**config.mk**
```make
export PLATFORM = sky130hd
export DESIGN_NAME = best_fit_block_allocator_unit
export DESIGN_NICKNAME = d
export VERILOG_FILES = /design/src/rtl/core/bfba_pkg.sv /design/src/rtl/core/bfba_ctrl.sv /design/src/rtl/core/bfba_dpath.sv /design/src/rtl/core/best_fit_block_allocator_unit.sv
export SDC_FILE = /design/constraint.sdc
export NUM_CORES = 1
export LEC_CHECK = 0
export BUFFER_PORTS_ARGS = -buffer_cell sky130_fd_sc_hd__buf_2
export CAP_MARGIN = 20
export CELL_PAD_IN_SITES_DETAIL_PLACEMENT = 0
export CELL_PAD_IN_SITES_GLOBAL_PLACEMENT = 2
export CORE_MARGIN = 2
export CORE_UTILIZATION = 47
export CTS_CLUSTER_SIZE = 28
export DETAILED_ROUTE_END_ITERATION = 16
export GPL_ROUTABILITY_DRIVEN = 0
export PLACE_DENSITY_LB_ADDON = 0.25
export SYNTH_ARGS = -nofsm -noshare
export SYNTH_HDL_FRONTEND = slang
export SYNTH_SLANG_ARGS = --single-unit
```
**constraint.sdc**
```tcl
create_clock -name i_clk -period 4.8 [get_ports i_clk]
set_input_delay 0.48 -clock i_clk [delete_from_list [all_inputs] [get_ports i_clk]]
set_output_delay 0.48 -clock i_clk [all_outputs]
set_load 0.01 [all_outputs]
```
**src/rtl/core/bfba_pkg.sv**
```systemverilog
// Shared types and constants for the best-fit block allocator.
`timescale 1ns / 1ps
`default_nettype none

package bfba_pkg;

    // Table geometry
    localparam int NUM_BLOCKS = 16;
    localparam int SIZE_WIDTH = 16;
    localparam int IDX_W      = (NUM_BLOCKS > 1) ? $clog2(NUM_BLOCKS) : 1;
    localparam int CNT_W      = $clog2(NUM_BLOCKS + 1);

    // Field widths fixed by the interface
    localparam int CFG_W      = 5;
    localparam int SLOT_W     = 4;
    localparam int FIELD_W    = 16;
    localparam int SEQ_W      = 16;

    // Item kinds
    localparam logic KIND_LOAD = 1'b0;
    localparam logic KIND_REQ  = 1'b1;

    // Reset value of blocks_in_use
    localparam logic [CFG_W-1:0] CFG_RESET = CFG_W'(16);

    typedef struct packed {
        logic              kind;
        logic [SLOT_W-1:0] block_slot;
        logic [FIELD_W-1:0] size;
    } t_in_item;

    typedef struct packed {
        logic [SEQ_W-1:0]   request_number;
        logic               allocated;
        logic [SLOT_W-1:0]  block_index;
        logic [FIELD_W-1:0] remaining_size;
    } t_out_item;

    // Controller to datapath
    typedef struct packed {
        logic load;    // write a block's free size from the input request
        logic start;   // latch request size and limit, clear best
        logic issue;   // read the next table entry
        logic finish;  // commit result and update chosen block
    } t_cmd;

    // Datapath to controller
    typedef struct packed {
        logic limit_zero;  // no block in use
        logic last_issue;  // current read address is the last in use
        logic out_free;    // output register can take a result
    } t_sts;

endpackage

`default_nettype wire

```
**src/rtl/core/bfba_ctrl.sv**
```systemverilog
// Controller state machine for the best-fit block allocator.
`timescale 1ns / 1ps
`default_nettype none

module bfba_ctrl
    import bfba_pkg::*;
(
    input  wire logic i_clk,
    input  wire logic i_rst_n,
    input  wire logic i_in_valid,
    input  wire logic i_kind,
    input  wire t_sts i_sts,
    output logic      o_in_ready,
    output t_cmd      o_cmd
);

    localparam logic [1:0] S_IDLE   = 2'd0;
    localparam logic [1:0] S_SCAN   = 2'd1;
    localparam logic [1:0] S_DRAIN  = 2'd2;
    localparam logic [1:0] S_FINISH = 2'd3;

    logic [1:0] r_state;
    logic [1:0] n_state;
    logic       w_accept;

    assign o_in_ready = (r_state == S_IDLE);
    assign w_accept   = i_in_valid && o_in_ready;

    // Next state and commands
    always_comb begin
        n_state = r_state;
        o_cmd   = '0;
        unique case (r_state)
            S_IDLE: begin
                if (w_accept) begin
                    if (i_kind == KIND_LOAD) begin
                        o_cmd.load = 1'b1;
                    end else begin
                        o_cmd.start = 1'b1;
                        n_state = i_sts.limit_zero ? S_FINISH : S_SCAN;
                    end
                end
            end
            S_SCAN: begin
                o_cmd.issue = 1'b1;
                if (i_sts.last_issue) begin
                    n_state = S_DRAIN;
                end
            end
            S_DRAIN: begin
                n_state = S_FINISH;
            end
            S_FINISH: begin
                if (i_sts.out_free) begin
                    o_cmd.finish = 1'b1;
                    n_state = S_IDLE;
                end
            end
            default: begin
                n_state = S_IDLE;
            end
        endcase
    end

    always_ff @(posedge i_clk) begin
        if (!i_rst_n) begin
            r_state <= S_IDLE;
        end else begin
            r_state <= n_state;
        end
    end

endmodule

`default_nettype wire

```
**src/rtl/core/bfba_dpath.sv**
```systemverilog
// Datapath: free-size table, best-fit compare, sequence counter, output register.
`timescale 1ns / 1ps
`default_nettype none

module bfba_dpath
    import bfba_pkg::*;
(
    input  wire logic             i_clk,
    input  wire logic             i_rst_n,
    input  wire logic             i_cfg_valid,
    input  wire logic [CFG_W-1:0] i_cfg_data,
    input  wire t_in_item         i_in_data,
    input  wire t_cmd             i_cmd,
    input  wire logic             i_out_ready,
    output t_sts                  o_sts,
    output logic                  o_out_valid,
    output t_out_item             o_out_data
);

    logic [SIZE_WIDTH-1:0] r_mem [NUM_BLOCKS];

    logic [CFG_W-1:0]      r_blocks_in_use;
    logic [CNT_W-1:0]      w_limit_eff;
    logic [CNT_W-1:0]      r_limit;
    logic [SIZE_WIDTH-1:0] r_size;
    logic [IDX_W-1:0]      r_addr;
    logic                  r_rd_vld;
    logic [IDX_W-1:0]      r_rd_idx;
    logic [SIZE_WIDTH-1:0] r_rd_data;
    logic                  r_found;
    logic [IDX_W-1:0]      r_best_idx;
    logic [SIZE_WIDTH-1:0] r_best_val;
    logic [SEQ_W-1:0]      r_count;
    logic                  r_out_valid;
    t_out_item             r_out_data;

    logic                  w_take;
    logic                  w_fits;
    logic                  w_better;
    logic [SIZE_WIDTH-1:0] w_remain;
    logic                  w_wr_en;
    logic [IDX_W-1:0]      w_wr_addr;
    logic [SIZE_WIDTH-1:0] w_wr_data;
    logic                  w_slot_ok;

    // Blocks in use, clamped to the table depth
    assign w_limit_eff = (32'(r_blocks_in_use) > NUM_BLOCKS) ? CNT_W'(NUM_BLOCKS)
                                                             : CNT_W'(r_blocks_in_use);

    // Status
    assign o_sts.limit_zero = (w_limit_eff == '0);
    assign o_sts.last_issue = ((CNT_W'(r_addr) + CNT_W'(1)) == r_limit);
    assign o_sts.out_free   = !r_out_valid || i_out_ready;

    // Best-fit compare; strict less keeps the lowest index on ties
    assign w_fits   = (r_rd_data >= r_size);
    assign w_better = !r_found || (r_rd_data < r_best_val);
    assign w_take   = r_rd_vld && w_fits && w_better;
    assign w_remain = r_best_val - r_size;

    // Single write port: loads in idle, update at finish
    assign w_slot_ok = (32'(i_in_data.block_slot) < NUM_BLOCKS);
    assign w_wr_en   = (i_cmd.load && w_slot_ok) || (i_cmd.finish && r_found);
    assign w_wr_addr = i_cmd.load ? IDX_W'(i_in_data.block_slot) : r_best_idx;
    assign w_wr_data = i_cmd.load ? SIZE_WIDTH'(i_in_data.size) : w_remain;

    // Table memory with registered read
    always_ff @(posedge i_clk) begin
        if (w_wr_en) begin
            r_mem[w_wr_addr] <= w_wr_data;
        end
        if (i_cmd.issue) begin
            r_rd_data <= r_mem[r_addr];
        end
        r_rd_idx <= r_addr;
    end

    // Scan payload registers
    always_ff @(posedge i_clk) begin
        if (i_cmd.start) begin
            r_size  <= SIZE_WIDTH'(i_in_data.size);
            r_limit <= w_limit_eff;
        end
        if (w_take) begin
            r_best_idx <= r_rd_idx;
            r_best_val <= r_rd_data;
        end
        if (i_cmd.finish) begin
            r_out_data.request_number <= r_count;
            r_out_data.allocated      <= r_found;
            r_out_data.block_index    <= r_found ? SLOT_W'(r_best_idx) : '0;
            r_out_data.remaining_size <= r_found ? FIELD_W'(w_remain) : '0;
        end
    end

    // Control registers
    always_ff @(posedge i_clk) begin
        if (!i_rst_n) begin
            r_blocks_in_use <= CFG_RESET;
            r_addr          <= '0;
            r_rd_vld        <= 1'b0;
            r_found         <= 1'b0;
            r_count         <= '0;
            r_out_valid     <= 1'b0;
        end else begin
            if (i_cfg_valid) begin
                r_blocks_in_use <= i_cfg_data;
            end
            r_rd_vld <= i_cmd.issue;
            if (i_cmd.start) begin
                r_addr  <= '0;
                r_found <= 1'b0;
            end else if (i_cmd.issue) begin
                r_addr <= r_addr + IDX_W'(1);
            end
            if (w_take) begin
                r_found <= 1'b1;
            end
            if (i_cmd.finish) begin
                r_out_valid <= 1'b1;
                if (r_count != '1) begin
                    r_count <= r_count + SEQ_W'(1);
                end
            end else if (i_out_ready) begin
                r_out_valid <= 1'b0;
            end
        end
    end

    assign o_out_valid = r_out_valid;
    assign o_out_data  = r_out_data;

endmodule

`default_nettype wire

```
**src/rtl/core/best_fit_block_allocator_unit.sv**
```systemverilog
// Top level of the best-fit block allocator.
//
//   Channel  Direction  Handshake                 Payload
//   in       input      i_in_valid / o_in_ready   i_in_data  (t_in_item)
//   out      output     o_out_valid / i_out_ready o_out_data (t_out_item)
//   cfg      input      i_cfg_valid / o_cfg_ready i_cfg_data (blocks_in_use)
//
// A load request is written into the table as it is accepted. An allocation
// request passes through the accept step, one table read per block in use
// (blocks_in_use capped at 16) through the single read port, one compare drain
// and one commit step; with no block in use it goes straight to commit.
// Reset is synchronous and active low; the table is not cleared.
// A finished result waits in the output register; new requests are taken
// while it waits, and a following allocation stalls only at commit.
`timescale 1ns / 1ps
`default_nettype none

module best_fit_block_allocator_unit
    import bfba_pkg::*;
(
    input  wire logic             i_clk,
    input  wire logic             i_rst_n,
    input  wire logic             i_in_valid,
    output logic                  o_in_ready,
    input  wire t_in_item         i_in_data,
    output logic                  o_out_valid,
    input  wire logic             i_out_ready,
    output t_out_item             o_out_data,
    input  wire logic             i_cfg_valid,
    output logic                  o_cfg_ready,
    input  wire logic [CFG_W-1:0] i_cfg_data
);

    t_cmd w_cmd;
    t_sts w_sts;

    // Register writes are always taken
    assign o_cfg_ready = 1'b1;

    bfba_ctrl u_ctrl (
        .i_clk      (i_clk),
        .i_rst_n    (i_rst_n),
        .i_in_valid (i_in_valid),
        .i_kind     (i_in_data.kind),
        .i_sts      (w_sts),
        .o_in_ready (o_in_ready),
        .o_cmd      (w_cmd)
    );

    bfba_dpath u_dpath (
        .i_clk       (i_clk),
        .i_rst_n     (i_rst_n),
        .i_cfg_valid (i_cfg_valid),
        .i_cfg_data  (i_cfg_data),
        .i_in_data   (i_in_data),
        .i_cmd       (w_cmd),
        .i_out_ready (i_out_ready),
        .o_sts       (w_sts),
        .o_out_valid (o_out_valid),
        .o_out_data  (o_out_data)
    );

    // Unallocated results carry zero index and size
    a_unalloc_zero: assert property (@(posedge i_clk) disable iff (!i_rst_n)
        (o_out_valid && !o_out_data.allocated) |->
            (o_out_data.block_index == '0 && o_out_data.remaining_size == '0))
        else $error("unallocated result with nonzero fields");

    // An accepted allocation request keeps the block busy next cycle
    a_req_busy: assert property (@(posedge i_clk) disable iff (!i_rst_n)
        (i_in_valid && o_in_ready && i_in_data.kind == KIND_REQ) |=> !o_in_ready)
        else $error("input ready right after allocation request");

    // Commit only happens when the output register can take it
    a_commit_room: assert property (@(posedge i_clk) disable iff (!i_rst_n)
        w_cmd.finish |-> (!o_out_valid || i_out_ready))
        else $error("result committed over a pending result");

endmodule

`default_nettype wire
```
==> results of run 1 <==
==> power breakdown <==
group | internal [W] | total (W) | switching (W)
Combinational | 0.000661 | 0.00154 | 0.000882
Sequential | 0.00409 | 0.00426 | 0.000161
Clock | 0.00190 | 0.00316 | 0.00126
==> path summary, 6_finish.rpt <==
| kind | start | endpoint | slack [ns] | depth (start not counted) |
|---|---|---|---|---|
| hold reg to reg | u_dpath.r_rd_idx[1]$_DFF_P_ | u_dpath.r_best_idx[1]$_DFFE_PP_ | 0.41 | 0 |
| setup reg to reg | u_dpath.r_size[1]$_DFFE_PP_ | u_dpath.r_mem[10][15]$_DFFE_PP_ | 1.74 | 8 |
| hold / removal | i_in_data[5] | u_dpath.r_size[5]$_DFFE_PP_ | 0.14 | 1 |
| setup / recovery | u_dpath.r_size[1]$_DFFE_PP_ | u_dpath.r_mem[10][15]$_DFFE_PP_ | 1.74 | 8 |
==> registers in the layout, summed over array words and instances (netlist names), 2 cells and up <==
signal,count
u_dpath.r_blocks_in_use,5
u_dpath.r_rd_idx,4
u_dpath.r_rd_data,16
u_dpath.r_size,16
u_dpath.r_mem,256
u_ctrl.r_state,2
u_dpath.r_best_val,16
u_dpath.r_best_idx,4
u_dpath.r_limit,5
u_dpath.r_count,16
u_dpath.r_addr,4
u_dpath.o_out_data,37
==> logic make-up (layout without fill, tap and decap cells) <==
family                   after synthesis  after routing  synth area share
buffers and inverters                 75            223           0.01999
AND/OR/NAND/NOR                      187            187           0.05849
XOR/XNOR                              28             28           0.01531
flip-flops                           384            384            0.6985
other                                  1              1         0.0002341
multiplexers                          91             91            0.1195
AO/OA/AOI/OAI                        106            106           0.04615
adder cells (fa/ha/maj)               53             53           0.04186
==> critical path, delay by kind of cell (launching register included) <==
family / cells / cell delay [ns]
AOI/OAI and AO/OA: 4 / 1.67
DFF: 1 / 0.42
adders and majority gates: 1 / 0.23
and+or+nand+nor: 1 / 0.16
xor gates and xnor gates: 1 / 0.14
buffers and inverters: 1 / 0.12
==> metrics by stage <==
stage	setup slack (ns)	hold WS (ns)	instances	utilization	power, W
3_3_place_gp	1.513	0.3864	1443	0.5079	0.005823
4_1_cts	1.386	0.1146	1517	0.5485	0.009008
5_1_grt	1.482	0.1210	1521	0.5504	0.009331
3_5_place_dp	1.429	0.4010	1445	0.5083	0.005850
6_report	1.744	0.1360	1521	0.5504	0.008957
2_1_floorplan	0.6824	0.3515	925	-	0.005334
==> final cells by class <==
| type | instances | area share |
|---|---|---|
| Timing Repair Buffer | 107 | 0.03607 |
| Sequential cell | 384 | 0.6066 |
| Clock inverter | 19 | 0.01498 |
| Tap cell | 448 | 0.03037 |
| Inverter | 44 | 0.008949 |
| Clock buffer | 53 | 0.05796 |
| Multi-Input combinational cell | 466 | 0.2451 |
==> routing by layer <==
metal | wire length, µm | GRT usage | vias to the layer above
li1 | - | - | 3864
met1 | 15150 | 0.2823 | 4350
met2 | 16720 | 0.3214 | 242
met3 | 2019 | 0.03204 | 55
met4 | 736 | 0.05319 | 0
met5 | 0 | 0 | -
==> cell usage after synthesis (3+ instances only) <==
cell,count,share of area
o31ai_1,7,0.0033
a211o_1,3,0.0016
a31oi_1,7,0.0027
and3_1,8,0.0031
o21a_1,10,0.0047
xnor2_1,8,0.0044
buf_1,3,0.00070
mux2i_1,9,0.0056
clkbuf_1,16,0.0037
or3_1,3,0.0012
nand4_1,6,0.0023
xor2_1,20,0.011
nor3_1,15,0.0047
dfxtp_1,34,0.042
inv_1,44,0.010
nand2b_1,6,0.0023
o211ai_1,3,0.0014
nor2b_1,14,0.0055
mux4_2,80,0.11
a21boi_0,3,0.0014
buf_2,6,0.0019
buf_4,4,0.0019
o211a_1,3,0.0019
ha_1,52,0.041
nor3b_1,7,0.0033
and2_1,22,0.0086
nand3_1,9,0.0028
o21ai_0,19,0.0059
nand2_1,47,0.011
a21oi_1,21,0.0066
a21o_1,8,0.0037
edfxtp_1,350,0.66
nor2_1,44,0.010
a211oi_1,3,0.0014
==> out/qor.txt, run 1 <==
Status: finished clean
FMAX: 327.3 MHz
# diodes: 0
Postcts setup bufs: 0
Commonest non-fill, non-tap cell in the layout: edfxtp_1
P_leak: 6.367 nW
# setup viols final: 0
Remaining global-route overflow: 0
Synth Flop Type: edfxtp_1
CTS Buf Count: 40
FILL cells: 2673
CTS resizes: 0
CP max stage delay: 0.72 ns
Cells after synthesis: 925
Max VDD drop: 0.3186 mV
PwrDens: 485.3 nW/µm²
Total die area: 35580 µm²
Register bit total from synthesis: 384
Via count: 8511
Clock Path Buffers: 3
Cell chosen for the clock root: clkbuf_16
Layout cells sized above 1: 0.2414
Buffers added on ports: 69
Layout Skew: 0.01760 ns
CTS tree: built
CP max stage cell: o21ai_1
Tcrit/Tclk final: 0.6366
Area occupied by multi-input gates: 4523 µm²
Clk_lat worst skew: 0.55 ns
CTS sink cnt: 384
Worst-path clk slew: 0.06 ns
Drt pass-1 iters: 5
Final hold vios: 0
Largest net degree at the start of global routing: 53
Die W: 188.6 µm
CP Capture Type: flop
Core Region: 33530 µm²
Number of synthesized flops with an enable pin: 350
Synth cell types: 58
Std-Cell Rows: 67
Die Y: 188.6 µm
CP startpoint kind: flop
Synthesized Nets: 1009
Setup tns final: 0 ns
Max_slew headroom: 0.3945
Most frequent cells in the layout: edfxtp_1, mux4_2, buf_2, ha_1, nand2_1
Setup CP Type: flop to flop
Final worst path period need: 3.056 ns
Num ports: 71
Initial DRC Count: 747
Area Overhead vs Synth: 15.20%
Mapped cell area: 16020 µm²
Placement-stage cell area: 17050 µm²
Drt wl/cell: 22.77 µm
Post-CTS Hold Buffers: 0
First-pass GRT wire length: 52390 µm
Fin. max-slew vios: 0
Starting Density: 0.4778
Routed Wire Length: 34630 µm
Syn_area_per_cell: 17.32 µm²
Post-synthesis sequential area ratio: 0.6985
Final net count: 1127
Total Routing Usage GR: 0.1985
Max-cap violations: 0
Worst Hold Class: input pin to flop
RSZ-0062 raised after global routing: false
Crit path DAT: 3.26 ns
Reg area: 11200 µm²
DPL Wire Length: 21240 µm
Post-DRT Antenna Nets: 0
Synth warn: 0
Vias per cell: 5.596
Vias in the first global route: 8482
Htree depth: 2
Final instance area: 18460 µm²
Tightest Pin Transition: 0.9021 ns
Initial antenna violation count: 0
Max FO, Critical Path: 16
Asr flop ratio synth: 0
Crit-path cells: inv_1 -> ha_1 -> nor2b_1 -> o31a_1 -> a211o_1 -> a221oi_2 -> xnor2_1 -> o21ai_1
Critical Path RT: 5.01 ns
DRC viols: 0
Power figures use the tool's default switching activity.
==> inputs of run 2 (changes only) <==
ABC_AREA = 1   (was default)
CORE_UTILIZATION = 43   (was 47)
clock period = 3.1 ns   (was 4.8 ns; I/O delays follow)
==> run 2 against run 1 <==
Effect of this change: combinational power rose by 150%; power rose by 77%; sequential share of layout area fell by 3.9 points; non-clock buffer count rose by 40; design area rose by 6.9%; cell count rose by 37%; utilization fell by 4.0 points; clock-buffer cell count fell by 5; via count rose by 25%; largest cell class unchanged; largest power group unchanged.
==> out/qor.txt, run 2 <==
Placement-stage cell area: 18070 µm²
Total Routing Usage GR: 0.2039
Setup tns final: 0 ns
Cell-internal power: 0.01105 W
Max FO, Critical Path: 16
Die Y: 201.9 µm
Combinational Power Share: 0.238
Vias per cell: 5.117
Clk_lat worst skew: 0.56 ns
Cells after synthesis: 1400
Yosys top cell area share: 0.6240
Tightest Pin Transition: 0.6486 ns
Synth top area cells: edfxtp_1, nand2_1, dfxtp_1
Worst Hold Class: input pin to flop
Routed Wire Length: 40930 µm
Critical R2R Launch: u_dpath.r_rd_data[8]$_DFFE_PP_
Postcts setup bufs: 0
WP depth: 8
NetSw: 0.004830 W
Max_slew headroom: 0.5676
Final worst path period need: 2.644 ns
CP max stage delay: 0.48 ns
Remaining global-route overflow: 0
Buffers added on ports: 69
Worst-path clk slew: 0.06 ns
Cell family with most CP delay: simple AND/OR/NAND/NOR gates
Tcrit/Tclk final: 0.8529
Drt pass-1 iters: 5
Synth top cells by count: edfxtp_1, nand2_1, inv_1
Critical Path RT: 3.34 ns
Vias in the first global route: 10610
Area occupied by multi-input gates: 4726 µm²
Layout Skew: 0.01653 ns
Worst hold path cell count: 3
Synth warn: 0
Post-DRT Antenna Nets: 0
Fin. max-slew vios: 0
Initial antenna violation count: 0
DPL Wire Length: 27250 µm
Worst path buffer plus inverter count: 1
CTS sink cnt: 384
Hold_sp: i_cfg_data[0]
Asr flop ratio synth: 0
Status: finished clean
DRC viols: 0
Setup CP Type: flop to flop
CTS Buf Count: 42
Core Region: 38650 µm²
First-pass GRT wire length: 63010 µm
Reg2Reg Depth: 8
Post-synthesis sequential area ratio: 0.6644
FILL cells: 3374
Drt wl/cell: 19.65 µm
Std-Cell Rows: 72
Max VDD drop: 0.3802 mV
Crit-path cells: ha_1 -> nand4_1 -> nor3_1 -> nand3_1 -> nand3_1 -> nand2_1 -> a21oi_2 -> buf_4
Clock Path Buffers: 3
FMAX: 378.2 MHz
Reg area: 11200 µm²
Most frequent cells in the layout: edfxtp_1, nand2_1, inv_1, a21oi_1, o21ai_0
Die W: 201.9 µm
Crit path DAT: 2.88 ns
CTS tree: built
Syn_area_per_cell: 12.03 µm²
CP dominant cell by count: nand3_1
Commonest non-fill, non-tap cell in the layout: edfxtp_1
Htree depth: 2
Largest net degree at the start of global routing: 55
Max reg flops: 256
# setup viols final: 0
Final hold vios: 0
Initial DRC Count: 772
CP Launch Point: u_dpath.r_rd_data[8]$_DFFE_PP_
Synth cell types: 38
CP max stage cell: edfxtp_1
Cell with the most instances after synthesis: edfxtp_1
RSZ-0062 raised after global routing: false
Max-cap violations: 0
Clock power frac: 0.335
Largest reg by FF count: u_dpath.r_mem
Mapped cell area: 16840 µm²
CP Capture Type: flop
CP startpoint kind: flop
Synthesized Nets: 1484
Number of synthesized flops with an enable pin: 350
Sequential share of power: 0.427
Starting Density: 0.4358
Switch share: 0.3041
Final instance area: 19740 µm²
Synth Flop Type: edfxtp_1
Final net count: 1618
# diodes: 0
Fin Hold WS: 0.03405 ns
Cell chosen for the clock root: clkbuf_16
P_leak: 7.383 nW
Num ports: 71
Area Overhead vs Synth: 17.20%
Via count: 10660
Total die area: 40770 µm²
Register bit total from synthesis: 384
PwrDens: 804.4 nW/µm²
Layout cells sized above 1: 0.1450
Synth area leader: edfxtp_1
==> run 2: metrics by stage <==
stage | power [W] | utilization | std cells | worst slack (ns)
2_1_floorplan | 0.009206 | - | 1400 | 0.1810
3_3_place_gp | 0.01068 | 0.4676 | 1989 | 0.4879
3_5_place_dp | 0.01071 | 0.4676 | 1989 | 0.4591
4_1_cts | 0.01607 | 0.5107 | 2083 | 0.4462
5_1_grt | 0.01668 | 0.5107 | 2083 | 0.1813
6_report | 0.01588 | 0.5107 | 2083 | 0.4561
==> run 2: cell type report <==
cell class / instances / share of cell area
Tap cell: 518 / 0.03283
Clock buffer: 48 / 0.05546
Clock inverter: 27 / 0.01933
Inverter: 170 / 0.03233
Multi-Input combinational cell: 789 / 0.2394
Timing Repair Buffer: 147 / 0.05337
Sequential cell: 384 / 0.5673
==> run 2: worst register-to-register path: cells and delay by family (launching register included) <==
family          cells  cell delay (ns)
simple gates        5             0.89
compound gates      1             0.25
buf+inv             1             0.36
fa+ha+maj           1             0.34
flops               1             0.48
==> run 2: worst paths after layout <==
kind	end	slack, ns
worst max-delay path	u_dpath.r_best_val[12]$_DFFE_PP_	0.46
worst min-delay path	u_dpath.r_blocks_in_use[0]$_SDFFE_PN0P_	0.03
worst max register to register	u_dpath.r_best_val[12]$_DFFE_PP_	0.46
worst min register to register	u_dpath.r_best_idx[3]$_DFFE_PP_	0.41
==> run 2: power by group through the flow <==
stage               clock network, W  registers (W)  logic (W)
detailed placement                 0        0.00689    0.00382
finish                       0.00532        0.00678    0.00378
global placement                   0        0.00688    0.00379
floorplan                          0        0.00676    0.00245
CTS                          0.00544        0.00678    0.00385
global route                 0.00565        0.00682    0.00421
==> run 2: kinds of logic (layout without fill, tap and decap cells) <==
| logic type | after synthesis | in the layout | synth area share |
|---|---|---|---|
| other | 1 | 1 | 0.0002227 |
| DFF | 384 | 384 | 0.6644 |
| muxes | 65 | 65 | 0.03863 |
| xor gates and xnor gates | 19 | 19 | 0.009880 |
| AOI/OAI and AO/OA | 303 | 303 | 0.1008 |
| and+or+nand+nor | 348 | 348 | 0.08833 |
| buffers and inverters | 227 | 392 | 0.05787 |
| adders and majority gates | 53 | 53 | 0.03982 |
==> run 2: repair_timing <==
item / CTS / global route
endpoints found under the hold margin: 18 / 0
gates resized for setup: 0 / 0
hold buffers: 19 / 0
==> run 2: routing by layer <==
| layer | vias up | track usage | share of wire |
|---|---|---|---|
| met3 | 52 | 0.02854 | 0.040 |
| met4 | 0 | 0.05725 | 0.019 |
| met1 | 5172 | 0.2824 | 0.46 |
| met2 | 193 | 0.3369 | 0.48 |
| met5 | - | 0 | 0 |
| li1 | 5242 | - | - |
==> inputs of run 3 (changes only) <==
--- a/config.mk
+++ b/config.mk
@@ -17,4 +17,5 @@
 export GPL_ROUTABILITY_DRIVEN = 0
 export PLACE_DENSITY_LB_ADDON = 0.25
+export SLEW_MARGIN = 20
 export SYNTH_ARGS = -nofsm -noshare
 export SYNTH_HDL_FRONTEND = slang
==> constraint.sdc (replaced) <==
create_clock -name i_clk -period 3.1 [get_ports i_clk]
set_input_delay 0.155 -clock i_clk [delete_from_list [all_inputs] [get_ports i_clk]]
set_output_delay 0.155 -clock i_clk [all_outputs]
set_load 0.01 [all_outputs]
==> run 3 against run 2 <==
Effect of this change: cell count up 0.53%; combinational power about the same; sequential share of layout area decreased by 0.31 points; fmax is 0.11% lower; clock power barely moved; sequential power barely moved; routed wire length grew 0.19%; global-route usage hardly changed; clock-buffer cell count unchanged.
==> out/qor.txt, run 3 (synthesis gave the netlist of run 2 again) <==
Status: finished clean
CP startpoint kind: flop
Tcrit/Tclk final: 0.8538
Core Region: 38650 µm²
Max_slew headroom: 0.5769
Max reg flops: 256
# setup viols final: 0
GRT Max-Usage Layer: met2
Initial antenna violation count: 0
GR Layer Usage met3: 0.02854
Die W: 201.9 µm
Worst path buffer plus inverter count: 4
Vias in the first global route: 10660
Post-DRT Antenna Nets: 0
Cell family with most CP delay: simple AND/OR/NAND/NOR gates
Via count: 10760
Worst-path clk slew: 0.06 ns
Total die area: 40770 µm²
Tightest Pin Transition: 0.6346 ns
CP Capture Type: flop
Largest reg by FF count: u_dpath.r_mem
Cell chosen for the clock root: clkbuf_16
CP Launch Point: u_ctrl.r_state[0]$_SDFFE_PN0P_
CP max stage cell: nor2_2
Final instance area: 19850 µm²
CTS Buf Count: 42
Critical R2R Launch: u_ctrl.r_state[0]$_SDFFE_PN0P_
CP max stage delay: 0.44 ns
DPL Wire Length: 27250 µm
Remaining global-route overflow: 0
Commonest non-fill, non-tap cell in the layout: edfxtp_1
Crit path DAT: 2.92 ns
Clock Path Buffers: 3
Die Y: 201.9 µm
RSZ-0062 raised after global routing: false
Area Overhead vs Synth: 17.85%
Met2 Use GR: 0.3386
Crit-path cells: inv_1 -> ha_1 -> inv_2 -> nor3_4 -> inv_2 -> nand2_1 -> nand2_1 -> nor2_1 -> nand2_1 -> nor2_2 -> buf_12
Vias per cell: 5.139
FMAX: 377.8 MHz
Initial DRC Count: 791
Total Routing Usage GR: 0.2043
Num ports: 71
Critical Path RT: 3.37 ns
CP dominant cell by count: nand2_1
CTS sink cnt: 384
Routed Wire Length: 41010 µm
Final worst path period need: 2.647 ns
Largest net degree at the start of global routing: 55
Worst Hold Class: input pin to flop
CTS tree: built
Most frequent cells in the layout: edfxtp_1, nand2_1, inv_1, a21oi_1, o21ai_0
Placement-stage cell area: 18070 µm²
First-pass GRT wire length: 63170 µm
Htree depth: 2
Max VDD drop: 0.3918 mV
Starting Density: 0.4358
Final hold vios: 0
Setup tns final: 0 ns
Layout Skew: 0.01495 ns
Std-Cell Rows: 72
Max FO, Critical Path: 11
Setup CP Type: flop to flop
Drt pass-1 iters: 5
Max-cap violations: 0
Layout cells sized above 1: 0.1440
Final net count: 1629
Buffers added on ports: 69
Clk_lat worst skew: 0.56 ns
P_leak: 7.435 nW
# diodes: 0
Drt wl/cell: 19.58 µm
Fin. max-slew vios: 0
Hold_sp: i_in_data[20]
Met1 GRT Util: 0.2823
PwrDens: 800.5 nW/µm²
DRC viols: 0
## run 3: changes by cell type in the layout (fill, tap and decap cells not counted)
cell | before | now
dlygate4sd3_1 | 19 | 30
## run 3: per-stage QoR
stage	setup slack [ns]	cells	utilization	hold WS, ns	total power [W]
floorplan	0.1810	1400	-	0.2539	0.009206
global placement	0.4879	1989	0.4676	0.3510	0.01068
detailed placement	0.4591	1989	0.4676	0.3500	0.01071
CTS	0.4462	2094	0.5136	0.05973	0.01608
global route	0.1813	2094	0.5136	0.1105	0.01669
finish	0.4533	2094	0.5136	0.08445	0.01589
## run 3: per-layer routing
| layer | wire length [µm] | vias up |
|---|---|---|
| li1 | - | 5264 |
| met1 | 18860 | 5261 |
| met2 | 19920 | 188 |
| met3 | 1488 | 49 |
| met4 | 740 | 0 |
| met5 | 0 | - |
## run 3: layout make-up
class | count | area (µm²)
inverters | 170 | 638.1
clock inverters | 27 | 381.6
flip-flops and latches | 384 | 11200
well taps | 518 | 648.1
repair buffers | 158 | 1164
multi-input cells | 789 | 4726
fillers | 3366 | 18800
clock buffers | 48 | 1095
## run 3: path summary, 6_finish.rpt
check        depth (start not counted)  slack (ns)                              end
max reg2reg                         11        0.45   u_dpath.r_mem[13][1]$_DFFE_PP_
min                                  3        0.08     u_dpath.r_limit[1]$_DFFE_PP_
max                                 11        0.45   u_dpath.r_mem[13][1]$_DFFE_PP_
min reg2reg                          0        0.41  u_dpath.r_best_idx[3]$_DFFE_PP_
## run 3: repair_timing
item,4_1_cts,5_1_grt
hold endpoints to repair,26,0
setup buffers,0,0
hold buffers,30,0
resized for setup,0,0
## run 3: worst reg2reg max path, cell delays in order (launching register included)
cell and delay, ns:
dfxtp_1 0.32, inv_1 0.10, ha_1 0.22, inv_2 0.08, nor3_4 0.32, inv_2 0.17
nand2_1 0.12, nand2_1 0.09, nor2_1 0.11, nand2_1 0.16, nor2_2 0.44, buf_12 0.21
## run 3: power by group
part	leakage (nW)	internal (W)	switching, W
Clock	0.721	0.00330	0.00202
Sequential	3.45	0.00651	0.000267
Combinational	3.26	0.00125	0.00254
Total	7.44	0.0111	0.00483
